## config.mk

```make
export PLATFORM = sky130hd
export DESIGN_NAME = scurve_trajectory_generator
export DESIGN_NICKNAME = d
export VERILOG_FILES = /design/src/rtl/scv_pkg.sv /design/src/rtl/scv_core.sv /design/src/rtl/scv_emit.sv /design/src/rtl/scurve_trajectory_generator.sv
export SDC_FILE = /design/constraint.sdc
export NUM_CORES = 2
export LEC_CHECK = 0
export ABC_AREA = 1
export BUFFER_PORTS_ARGS = -buffer_cell sky130_fd_sc_hd__buf_2
export CORE_MARGIN = 8
export CORE_UTILIZATION = 42
export CTS_CLUSTER_SIZE = 28
export DETAILED_ROUTE_END_ITERATION = 6
export PLACE_DENSITY = 0.71
export SLEW_MARGIN = 40
export SYNTH_ARGS = -nofsm -noshare
export SYNTH_HDL_FRONTEND = slang
export SYNTH_SLANG_ARGS = --single-unit
```

## constraint.sdc

```tcl
create_clock -name clock -period 8.75 [get_ports clock]
set_input_delay 0.4375 -clock clock [delete_from_list [all_inputs] [get_ports clock]]
set_output_delay 0.4375 -clock clock [all_outputs]
set_load 0.005 [all_outputs]
```

## src/rtl/scv_pkg.sv

```systemverilog
`default_nettype none

package scv_pkg;

   // Fixed widths of the motion fields
   localparam int ACC_W     = 29;
   localparam int ACC_OUT_W = 30;
   localparam int VEL_W     = 44;
   localparam int POS_W     = 61;
   localparam int IDX_W     = 15;
   localparam int SEG_W     = 3;
   localparam int NUM_SEGS  = 7;

   localparam logic [SEG_W-1:0] SEG_DONE = 3'd7;
   localparam logic [IDX_W-1:0] TICK_MAX = 15'h7FFF;

   // Register indexes on the write port
   localparam int CSR_IDX_W = 3;
   localparam logic [CSR_IDX_W-1:0] CSR_JERK_STEP    = 3'd0;
   localparam logic [CSR_IDX_W-1:0] CSR_JERK_TICKS   = 3'd1;
   localparam logic [CSR_IDX_W-1:0] CSR_ACCEL_TICKS  = 3'd2;
   localparam logic [CSR_IDX_W-1:0] CSR_CRUISE_TICKS = 3'd3;
   localparam logic [CSR_IDX_W-1:0] CSR_REVERSED     = 3'd4;

   // Profile state seen by the result stage
   typedef struct packed {
      logic [SEG_W-1:0]        segment;
      logic [IDX_W-1:0]        tick_count;
      logic signed [ACC_W-1:0] accel;
      logic signed [VEL_W-1:0] vel2;
      logic signed [POS_W-1:0] pos6;
   } scv_state_type;

   // First nonempty segment at or after start, SEG_DONE if none is left
   function automatic logic [SEG_W-1:0] first_nonempty(input logic [SEG_W-1:0] start,
                                                       input logic [NUM_SEGS-1:0] nz);
      logic [SEG_W-1:0] res;
      logic             found;
      res   = SEG_DONE;
      found = 1'b0;
      for (int i = 0; i < NUM_SEGS; i++) begin
         if (!found && (i >= int'(start)) && nz[i]) begin
            res   = SEG_W'(i);
            found = 1'b1;
         end
      end
      return res;
   endfunction

endpackage

`default_nettype wire

```

## src/rtl/scv_core.sv

```systemverilog
`default_nettype none

module scv_core #(
   parameter int SEG_TICK_BITS = 12,
   parameter int JERK_BITS     = 16
) (
   input  wire logic                     clock,
   input  wire logic                     reset,
   input  wire logic                     step_en,
   input  wire logic                     restart,
   input  wire logic [JERK_BITS-1:0]     jerk_step,
   input  wire logic [SEG_TICK_BITS-1:0] seg_len,
   input  wire logic [6:0]               seg_nz,
   output scv_pkg::scv_state_type        state,
   output logic [SEG_TICK_BITS-1:0]      ticks_in_seg
);
   import scv_pkg::*;

   scv_state_type            state_ff, state_in;
   logic [SEG_TICK_BITS-1:0] tis_ff, tis_in, tis_inc;
   logic [ACC_W-1:0]         jerk_a, jerk_z;
   logic [ACC_W-1:0]         a_a;
   logic [VEL_W-1:0]         a_v, j_v, v_v;
   logic [POS_W-1:0]         a_p, j_p, v_p, p_p;

   // Signed jerk of the current segment
   always_comb begin
      jerk_z = ACC_W'(jerk_step);
      case (state_ff.segment)
         3'd0, 3'd6: jerk_a = jerk_z;
         3'd2, 3'd4: jerk_a = ACC_W'(0) - jerk_z;
         default:    jerk_a = '0;
      endcase
   end

   // Sign extension of the accumulators to the wider sums
   assign a_a = state_ff.accel;
   assign a_v = {{(VEL_W-ACC_W){a_a[ACC_W-1]}}, a_a};
   assign j_v = {{(VEL_W-ACC_W){jerk_a[ACC_W-1]}}, jerk_a};
   assign v_v = state_ff.vel2;
   assign a_p = {{(POS_W-ACC_W){a_a[ACC_W-1]}}, a_a};
   assign j_p = {{(POS_W-ACC_W){jerk_a[ACC_W-1]}}, jerk_a};
   assign v_p = {{(POS_W-VEL_W){v_v[VEL_W-1]}}, v_v};
   assign p_p = state_ff.pos6;
   assign tis_inc = tis_ff + SEG_TICK_BITS'(1);

   // Next state: restart, one exact integration tick, or hold when finished
   always_comb begin
      state_in = state_ff;
      tis_in   = tis_ff;
      if (restart) begin
         state_in.accel      = '0;
         state_in.vel2       = '0;
         state_in.pos6       = '0;
         state_in.tick_count = '0;
         state_in.segment    = first_nonempty(3'd0, seg_nz);
         tis_in              = '0;
      end else if (state_ff.segment != SEG_DONE) begin
         state_in.accel = a_a + jerk_a;
         state_in.vel2  = v_v + (a_v << 1) + j_v;
         state_in.pos6  = p_p + v_p + (v_p << 1) + a_p + (a_p << 1) + j_p;
         if (state_ff.tick_count != TICK_MAX) begin
            state_in.tick_count = state_ff.tick_count + IDX_W'(1);
         end
         tis_in = tis_inc;
         if ((tis_inc >= seg_len) || (tis_inc == '0)) begin
            state_in.segment = first_nonempty(state_ff.segment + SEG_W'(1), seg_nz);
            tis_in           = '0;
         end
      end
   end

   always_ff @(posedge clock) begin
      if (reset) begin
         state_ff.segment    <= SEG_DONE;
         state_ff.tick_count <= '0;
         state_ff.accel      <= '0;
         state_ff.vel2       <= '0;
         state_ff.pos6       <= '0;
         tis_ff              <= '0;
      end else if (step_en) begin
         state_ff <= state_in;
         tis_ff   <= tis_in;
      end
   end

   assign state        = state_ff;
   assign ticks_in_seg = tis_ff;

endmodule

`default_nettype wire

```

## src/rtl/scv_emit.sv

```systemverilog
`default_nettype none

module scv_emit #(
   parameter int SEG_TICK_BITS = 12
) (
   input  wire logic                                clock,
   input  wire logic                                reset,
   input  wire logic                                load,
   input  wire logic                                rsp_stall,
   input  wire scv_pkg::scv_state_type              state,
   input  wire logic [SEG_TICK_BITS-1:0]            ticks_in_seg,
   input  wire logic [SEG_TICK_BITS-1:0]            seg_len,
   input  wire logic [6:0]                          seg_nz,
   input  wire logic                                reversed,
   output logic                                     rsp_valid,
   output logic signed [scv_pkg::ACC_OUT_W-1:0]     rsp_accel_out,
   output logic signed [scv_pkg::VEL_W-1:0]         rsp_velocity_x2,
   output logic signed [scv_pkg::POS_W-1:0]         rsp_position_x6,
   output logic [scv_pkg::IDX_W-1:0]                rsp_sample_index,
   output logic [scv_pkg::SEG_W-1:0]                rsp_segment,
   output logic                                     rsp_last
);
   import scv_pkg::*;

   logic                  valid_ff, valid_in;
   logic [ACC_OUT_W-1:0]  acc_ff, acc_in, acc_ext;
   logic [VEL_W-1:0]      vel_ff, vel_in;
   logic [POS_W-1:0]      pos_ff, pos_in;
   logic [IDX_W-1:0]      idx_ff;
   logic [SEG_W-1:0]      seg_ff, seg_in;
   logic                  last_ff, last_in;
   logic                  fin;
   logic [SEG_TICK_BITS:0] tis_next;

   assign fin      = (state.segment == SEG_DONE);
   assign acc_ext  = {state.accel[ACC_W-1], state.accel};
   assign tis_next = {1'b0, ticks_in_seg} + (SEG_TICK_BITS+1)'(1);

   // Result fields: zero when finished, negated in reverse mode
   always_comb begin
      if (fin) begin
         acc_in = '0;
         vel_in = '0;
         pos_in = '0;
      end else if (reversed) begin
         acc_in = ACC_OUT_W'(0) - acc_ext;
         vel_in = VEL_W'(0) - state.vel2;
         pos_in = POS_W'(0) - state.pos6;
      end else begin
         acc_in = acc_ext;
         vel_in = state.vel2;
         pos_in = state.pos6;
      end
      seg_in  = state.segment;
      last_in = !fin && (tis_next >= {1'b0, seg_len}) &&
                (first_nonempty(state.segment + SEG_W'(1), seg_nz) == SEG_DONE);
   end

   // Output register holds while the receiver stalls
   assign valid_in = load || (valid_ff && rsp_stall);

   always_ff @(posedge clock) begin
      if (reset) begin
         valid_ff <= 1'b0;
      end else begin
         valid_ff <= valid_in;
      end
      if (load) begin
         acc_ff  <= acc_in;
         vel_ff  <= vel_in;
         pos_ff  <= pos_in;
         idx_ff  <= state.tick_count;
         seg_ff  <= seg_in;
         last_ff <= last_in;
      end
   end

   assign rsp_valid        = valid_ff;
   assign rsp_accel_out    = acc_ff;
   assign rsp_velocity_x2  = vel_ff;
   assign rsp_position_x6  = pos_ff;
   assign rsp_sample_index = idx_ff;
   assign rsp_segment      = seg_ff;
   assign rsp_last         = last_ff;

endmodule

`default_nettype wire

```

## src/rtl/scurve_trajectory_generator.sv

```systemverilog
// S-curve trajectory generator, one profile tick per input item.
// Input channel (req_): req_restart=1 restarts the profile at tick zero,
// req_restart=0 advances one tick. Each accepted item gives exactly one
// result item on the rsp_ channel: acceleration, twice the velocity, six
// times the position, the tick number, the segment (7 when finished) and
// a flag on the final sample. The user writes the registers on the csr_
// port only while the block is idle; the block does not enforce this.
// Lengths of zero skip segments. An item updates the profile state at its
// accepting edge, and its result is registered once the output is free.
// Throughput: one item per cycle while the receiver does not stall; the
// tick update is three accumulator adds and a segment counter compare
// ahead of the state register. When the receiver stalls, the result
// register holds and one more item may be accepted into the profile state;
// after that req_stall follows rsp_stall until the result is taken.
// Reset (synchronous) leaves the profile finished (segment 7, all zero),
// the registers at their defaults and the output channel empty.
`default_nettype none

module scurve_trajectory_generator #(
   parameter int SEG_TICK_BITS = 12,
   parameter int JERK_BITS     = 16,
   localparam int CSR_W = (JERK_BITS > SEG_TICK_BITS) ? JERK_BITS : SEG_TICK_BITS
) (
   input  wire logic                                clock,
   input  wire logic                                reset,
   input  wire logic                                req_valid,
   output logic                                     req_stall,
   input  wire logic                                req_restart,
   output logic                                     rsp_valid,
   input  wire logic                                rsp_stall,
   output logic signed [scv_pkg::ACC_OUT_W-1:0]     rsp_accel_out,
   output logic signed [scv_pkg::VEL_W-1:0]         rsp_velocity_x2,
   output logic signed [scv_pkg::POS_W-1:0]         rsp_position_x6,
   output logic [scv_pkg::IDX_W-1:0]                rsp_sample_index,
   output logic [scv_pkg::SEG_W-1:0]                rsp_segment,
   output logic                                     rsp_last,
   input  wire logic                                csr_write_en,
   input  wire logic [scv_pkg::CSR_IDX_W-1:0]       csr_index,
   input  wire logic [CSR_W-1:0]                    csr_wdata
);
   import scv_pkg::*;

   logic [JERK_BITS-1:0]     jerk_step_ff;
   logic [SEG_TICK_BITS-1:0] jerk_ticks_ff, accel_ticks_ff, cruise_ticks_ff;
   logic                     reversed_ff;
   logic                     pend_ff, pend_in;
   logic                     accept, take, out_free;
   logic [SEG_TICK_BITS-1:0] seg_len;
   logic [6:0]               seg_nz;
   scv_state_type            state;
   logic [SEG_TICK_BITS-1:0] ticks_in_seg;

   // Configuration registers
   always_ff @(posedge clock) begin
      if (reset) begin
         jerk_step_ff    <= JERK_BITS'(1);
         jerk_ticks_ff   <= SEG_TICK_BITS'(1);
         accel_ticks_ff  <= '0;
         cruise_ticks_ff <= '0;
         reversed_ff     <= 1'b0;
      end else if (csr_write_en) begin
         case (csr_index)
            CSR_JERK_STEP:    jerk_step_ff    <= csr_wdata[JERK_BITS-1:0];
            CSR_JERK_TICKS:   jerk_ticks_ff   <= csr_wdata[SEG_TICK_BITS-1:0];
            CSR_ACCEL_TICKS:  accel_ticks_ff  <= csr_wdata[SEG_TICK_BITS-1:0];
            CSR_CRUISE_TICKS: cruise_ticks_ff <= csr_wdata[SEG_TICK_BITS-1:0];
            CSR_REVERSED:     reversed_ff     <= csr_wdata[0];
            default: ;
         endcase
      end
   end

   // Which segments are nonempty, and the length of the current one
   assign seg_nz = {jerk_ticks_ff != '0, accel_ticks_ff != '0, jerk_ticks_ff != '0,
                    cruise_ticks_ff != '0, jerk_ticks_ff != '0, accel_ticks_ff != '0,
                    jerk_ticks_ff != '0};

   always_comb begin
      case (state.segment)
         3'd0, 3'd2, 3'd4, 3'd6: seg_len = jerk_ticks_ff;
         3'd1, 3'd5:             seg_len = accel_ticks_ff;
         3'd3:                   seg_len = cruise_ticks_ff;
         default:                seg_len = '0;
      endcase
   end

   // Flow control: the state holds one item whose result is not yet registered
   assign out_free  = !rsp_valid || !rsp_stall;
   assign take      = pend_ff && out_free;
   assign req_stall = pend_ff && !out_free;
   assign accept    = req_valid && !req_stall;
   assign pend_in   = accept || (pend_ff && !take);

   always_ff @(posedge clock) begin
      if (reset) begin
         pend_ff <= 1'b0;
      end else begin
         pend_ff <= pend_in;
      end
   end

   scv_core #(
      .SEG_TICK_BITS(SEG_TICK_BITS),
      .JERK_BITS    (JERK_BITS)
   ) u_core (
      .clock       (clock),
      .reset       (reset),
      .step_en     (accept),
      .restart     (req_restart),
      .jerk_step   (jerk_step_ff),
      .seg_len     (seg_len),
      .seg_nz      (seg_nz),
      .state       (state),
      .ticks_in_seg(ticks_in_seg)
   );

   scv_emit #(
      .SEG_TICK_BITS(SEG_TICK_BITS)
   ) u_emit (
      .clock           (clock),
      .reset           (reset),
      .load            (take),
      .rsp_stall       (rsp_stall),
      .state           (state),
      .ticks_in_seg    (ticks_in_seg),
      .seg_len         (seg_len),
      .seg_nz          (seg_nz),
      .reversed        (reversed_ff),
      .rsp_valid       (rsp_valid),
      .rsp_accel_out   (rsp_accel_out),
      .rsp_velocity_x2 (rsp_velocity_x2),
      .rsp_position_x6 (rsp_position_x6),
      .rsp_sample_index(rsp_sample_index),
      .rsp_segment     (rsp_segment),
      .rsp_last        (rsp_last)
   );

endmodule

`default_nettype wire

```

==> impl_summary.md <==
Floorplanning
The initial cell density of the core is between 40% and 50%. The die area is roughly 90000 um2. The site row count is between 100 and 150. The standard cell core area is slightly above 80000 um2. The die span in x is between 300 and 400 um. The height of the die is 304 um. The count of boundary I/O pins is 181.

Clock tree
The total of hold buffers inserted after clock tree synthesis is 0. The post-cts gate resize count is 0. The root cell of the clock tree is clkbuf_16. The count of buffers added by post-CTS timing repair for setup is 0. The clock latency at the later pin of the worst-skew pair is between 0.6 and 0.7 ns. In this run the number of H-tree levels came out at 2. Buffers inserted during clock tree synthesis total 46. The deepest clock path buffer count is 3. Clock-pin slew was measured on the worst setup and hold paths at ~0.070 ns.

The sink count of the clock tree is around 370. TritonCTS built the clock tree.

Placed design
After detailed placement, the total cell area comes to 37000 um2. The HPWL after detailed placement is just under 100000 um. The number of I/O port buffers is 180.

The number of placed instances with taps included is approximately 6300. Timing analysis after detailed placement gives a worst setup slack of 2.62 ns. The routability congestion estimate from global placement is just over 1.

Pwr
For this design the ratio of total power to cell area is around 230 nW/um2. The static power due to leakage is about 19 nW. IR analysis of the VDD net gives a maximum drop of 0.230 mV.

Setup path
The cell with the most instances on the worst path is nand2_1. The capturing element type of the critical path is a flip-flop. Grouping stages by cell kind, the critical path spends the most delay in simple AND/OR/NAND/NOR gates. The arrival time reported for the critical path endpoint is 6.37 ns.

Across all register-to-register paths, the minimum setup slack is about 2.9 ns. The slowest stage of the critical path is the o22ai_1 cell. The critical path startpoint category is a flip-flop.

The required time at the worst-slack endpoint is roughly 9.2 ns. The buffers plus inverters on the worst setup path is 4. For this run, the slowest stage of the critical path takes a little over 0.6 ns.

The worst setup path is of the reg2reg kind. The maximum fanout encountered on the critical timing path is 5.

Timing
After layout, the worst path uses between 60 and 70% of the clock period. Setup violations remaining at the end of the flow were counted as 0. Setup repair after global routing left no endpoint under its margin. The final-report hold violation count came to 0.

The max-slew violation total from the final report was 0. The post-layout worst setup margin is approximately 2.9 ns. The maximum clock frequency is ~0.17 GHz. The headroom to the max-slew limit is 40.8%. The transition at the pin with the smallest max-transition slack is a little under 0.9 ns. The total negative slack for setup checks is 0 ns. The maximum clock skew at final layout is between 0.04 and 0.05 ns. The post-route minimum period is 5.90 ns.

Layout
After filler insertion, the fill cell instance count of the layout stands at about 8300. From synthesis to final layout, the design area changed by 11.0%. The final net count is roughly 5700. The utilization of the core after routing is a little under half. With fillers left out, the area of the finished cells amounts to around 39000 um2. The number of standard cells in the final layout excluding fillers is roughly 6400.

In the final layout, the share of cells above drive strength 1 is under 10%.

Job
The number of max-capacitance violations reported is 0.

Synth
The cell count after synthesis is 5079. The netlist area before placement is between 30000 and 40000 um2. The number of enable flip-flop cells after synthesis is approximately 150.

The number of synthesized register bits is around 370. The leading register cell type out of synthesis is dfxtp_1. The portion of synthesized cell area occupied by the leading cell type is ~14%. The number of warning messages in the yosys log is 0. In the synthesized netlist the async set-or-reset flop fraction comes to 0%. After synthesis, the cell types taking the most area are nand2_1 14%, fa_1 13%, edfxtp_1 13%, dfxtp_1 13%, inv_1 9.2%. The cell type with the highest aggregate area in the netlist is nand2_1.

The fraction of the yosys area taken by sequential cells is 25.8%. The average footprint of a synthesized cell is ~7 um2. The count of distinct cell types in the synthesized netlist is 50. The net count after synthesis is around 5500.

Routing
The first detailed-routing pass ran for 7 iterations. The via density per instance is approximately 5.4. The count of unresolved DRC violations after routing is 6.

The count of vias placed by the detailed router is ~34000. Once detail routing completed, the nets flagged for antenna violations numbered 0. The number of DRC markers in iteration 0 is around 3200. The average routed wire per standard cell is 19.3 um.

The total wire length after detailed routing is 123000 um.

GRT
The global-route usage over all layers is between 20% and 30%. The number of global-route vias before repair is 32603. Global routing finished with a remaining overflow of 0. The largest net degree at the start of global routing is slightly above 80. The number of antenna violations at the first check in global routing is 2. The first global-routing pass estimated 189000 um of wire.

Run status
The checks that failed: DRC. The run finished, with violations left.

Min path
The min-delay analysis places its worst path in the category in2reg.
[metal layers]
| layer | share of wire (%) | global-route usage, % | up-vias |
|---|---|---|---|
| met4 | 4.8 | 10.3 | 2 |
| met2 | 43 | 40.6 | 1490 |
| met3 | 9.7 | 5.40 | 297 |
| met5 | 0.011 | 0 | - |
| li1 | - | - | 16595 |
| met1 | 42 | 34.4 | 15962 |
[where the power goes]
| part | total, W | internal (W) | switching, W |
|---|---|---|---|
| registers | 0.00219 | 0.00195 | 0.000236 |
| clock network | 0.00215 | 0.00129 | 0.000862 |
| logic | 0.00463 | 0.00153 | 0.00310 |
| total | 0.00897 | 0.00477 | 0.00420 |
[worst paths after layout]
check / from / end / depth (start not counted)
worst max-delay path: jerk_step_ff[0] / u_core.p_p[54] / 28
worst min-delay path: reset / u_core.a_a[7] / 2
worst max register to register: jerk_step_ff[0] / u_core.p_p[54] / 28
worst min register to register: u_core.state[137] / u_emit.rsp_sample_index[3] / 0
[Yosys cell counts (2+ instances only)]
cell	n
a21boi_0	7
a21o_1	9
a21oi_1	496
a31oi_1	11
and2_1	5
and3_1	14
buf_1	11
buf_2	22
clkbuf_1	67
dfxtp_1	219
edfxtp_1	154
fa_1	233
ha_1	202
inv_1	855
inv_2	14
nand2_1	1332
nand2_2	11
nand3_1	294
nand3_2	4
nand3b_1	16
nand4_1	75
nor2_1	497
nor2_2	15
nor2_4	7
nor3_1	92
nor3_2	4
nor3_4	3
nor3b_1	10
nor4_1	13
o211ai_1	3
o21a_1	10
o21ai_0	204
o21ai_1	51
o21bai_1	24
o21bai_2	2
o22ai_1	9
o31ai_1	5
o32ai_1	3
or2_2	23
xnor2_1	5
xor2_1	39
[cells by family (layout without fill, tap and decap cells)]
group	count (synthesis)	after routing	synth area share [%]
adder cells (fa/ha/maj)	435	435	20.6
buffers and inverters	970	1170	10.5
flip-flops	373	373	25.8
other	0	1	0
AND/OR/NAND/NOR	2416	2416	29.2
XOR/XNOR	44	44	1.11
AO/OA/AOI/OAI	841	841	12.7
[placed cells by master, fill, tap and decap left out, types with 7 or more instances in the layout]
cell	n
a21boi_0	7
a21o_1	9
a21oi_1	495
a31oi_1	11
and3_1	14
buf_2	179
buf_4	33
bufinv_16	10
clkbuf_16	46
dfxtp_1	217
edfxtp_1	154
fa_1	233
ha_1	200
inv_1	851
inv_2	14
nand2_1	1332
nand2_2	11
nand3_1	294
nand3b_1	16
nand4_1	75
nor2_1	497
nor2_2	15
nor2_4	7
nor3_1	92
nor3b_1	10
nor4_1	13
o21a_1	10
o21ai_0	200
o21ai_1	53
o21bai_1	24
o22ai_1	9
or2_2	23
xor2_1	39
[per-stage QoR]
stage / hold WS (ns) / power [W]
after floorplan: 0.425 / 0.00545
after global placement: 0.440 / 0.00669
after detailed placement: 0.450 / 0.00675
after CTS: 0.105 / 0.00895
after global routing: 0.130 / 0.00963
final: 0.133 / 0.00897
[cell type report]
cell class	count	area, um2	share of cell area (%)
tap	1070	1340	3.46
multi-input combinational	3736	22200	57.4
timing repair buffer	216	1190	3.07
antenna	1	2.50	0.00647
clock buffer	50	1190	3.07
clock inverter	35	483	1.25
inverter	869	3270	8.45
sequential	373	9010	23.3
[registers in the layout, summed over array words and instances (netlist names)]
name                     flops
u_emit.rsp_sample_index     15
u_core.v_v                  44
u_emit.rsp_accel_out        30
u_emit.rsp_last              1
cruise_ticks_ff             12
u_emit.rsp_velocity_x2      44
u_core.p_p                  61
jerk_ticks_ff               12
u_core.ticks_in_seg         12
accel_ticks_ff              12
u_core.state                18
u_emit.rsp_segment           3
reversed_ff                  1
pend_ff                      1
u_emit.rsp_valid             1
jerk_step_ff                16
u_emit.rsp_position_x6      61
u_core.a_a                  29
Note: power is estimated with default switching activity, not from simulation.
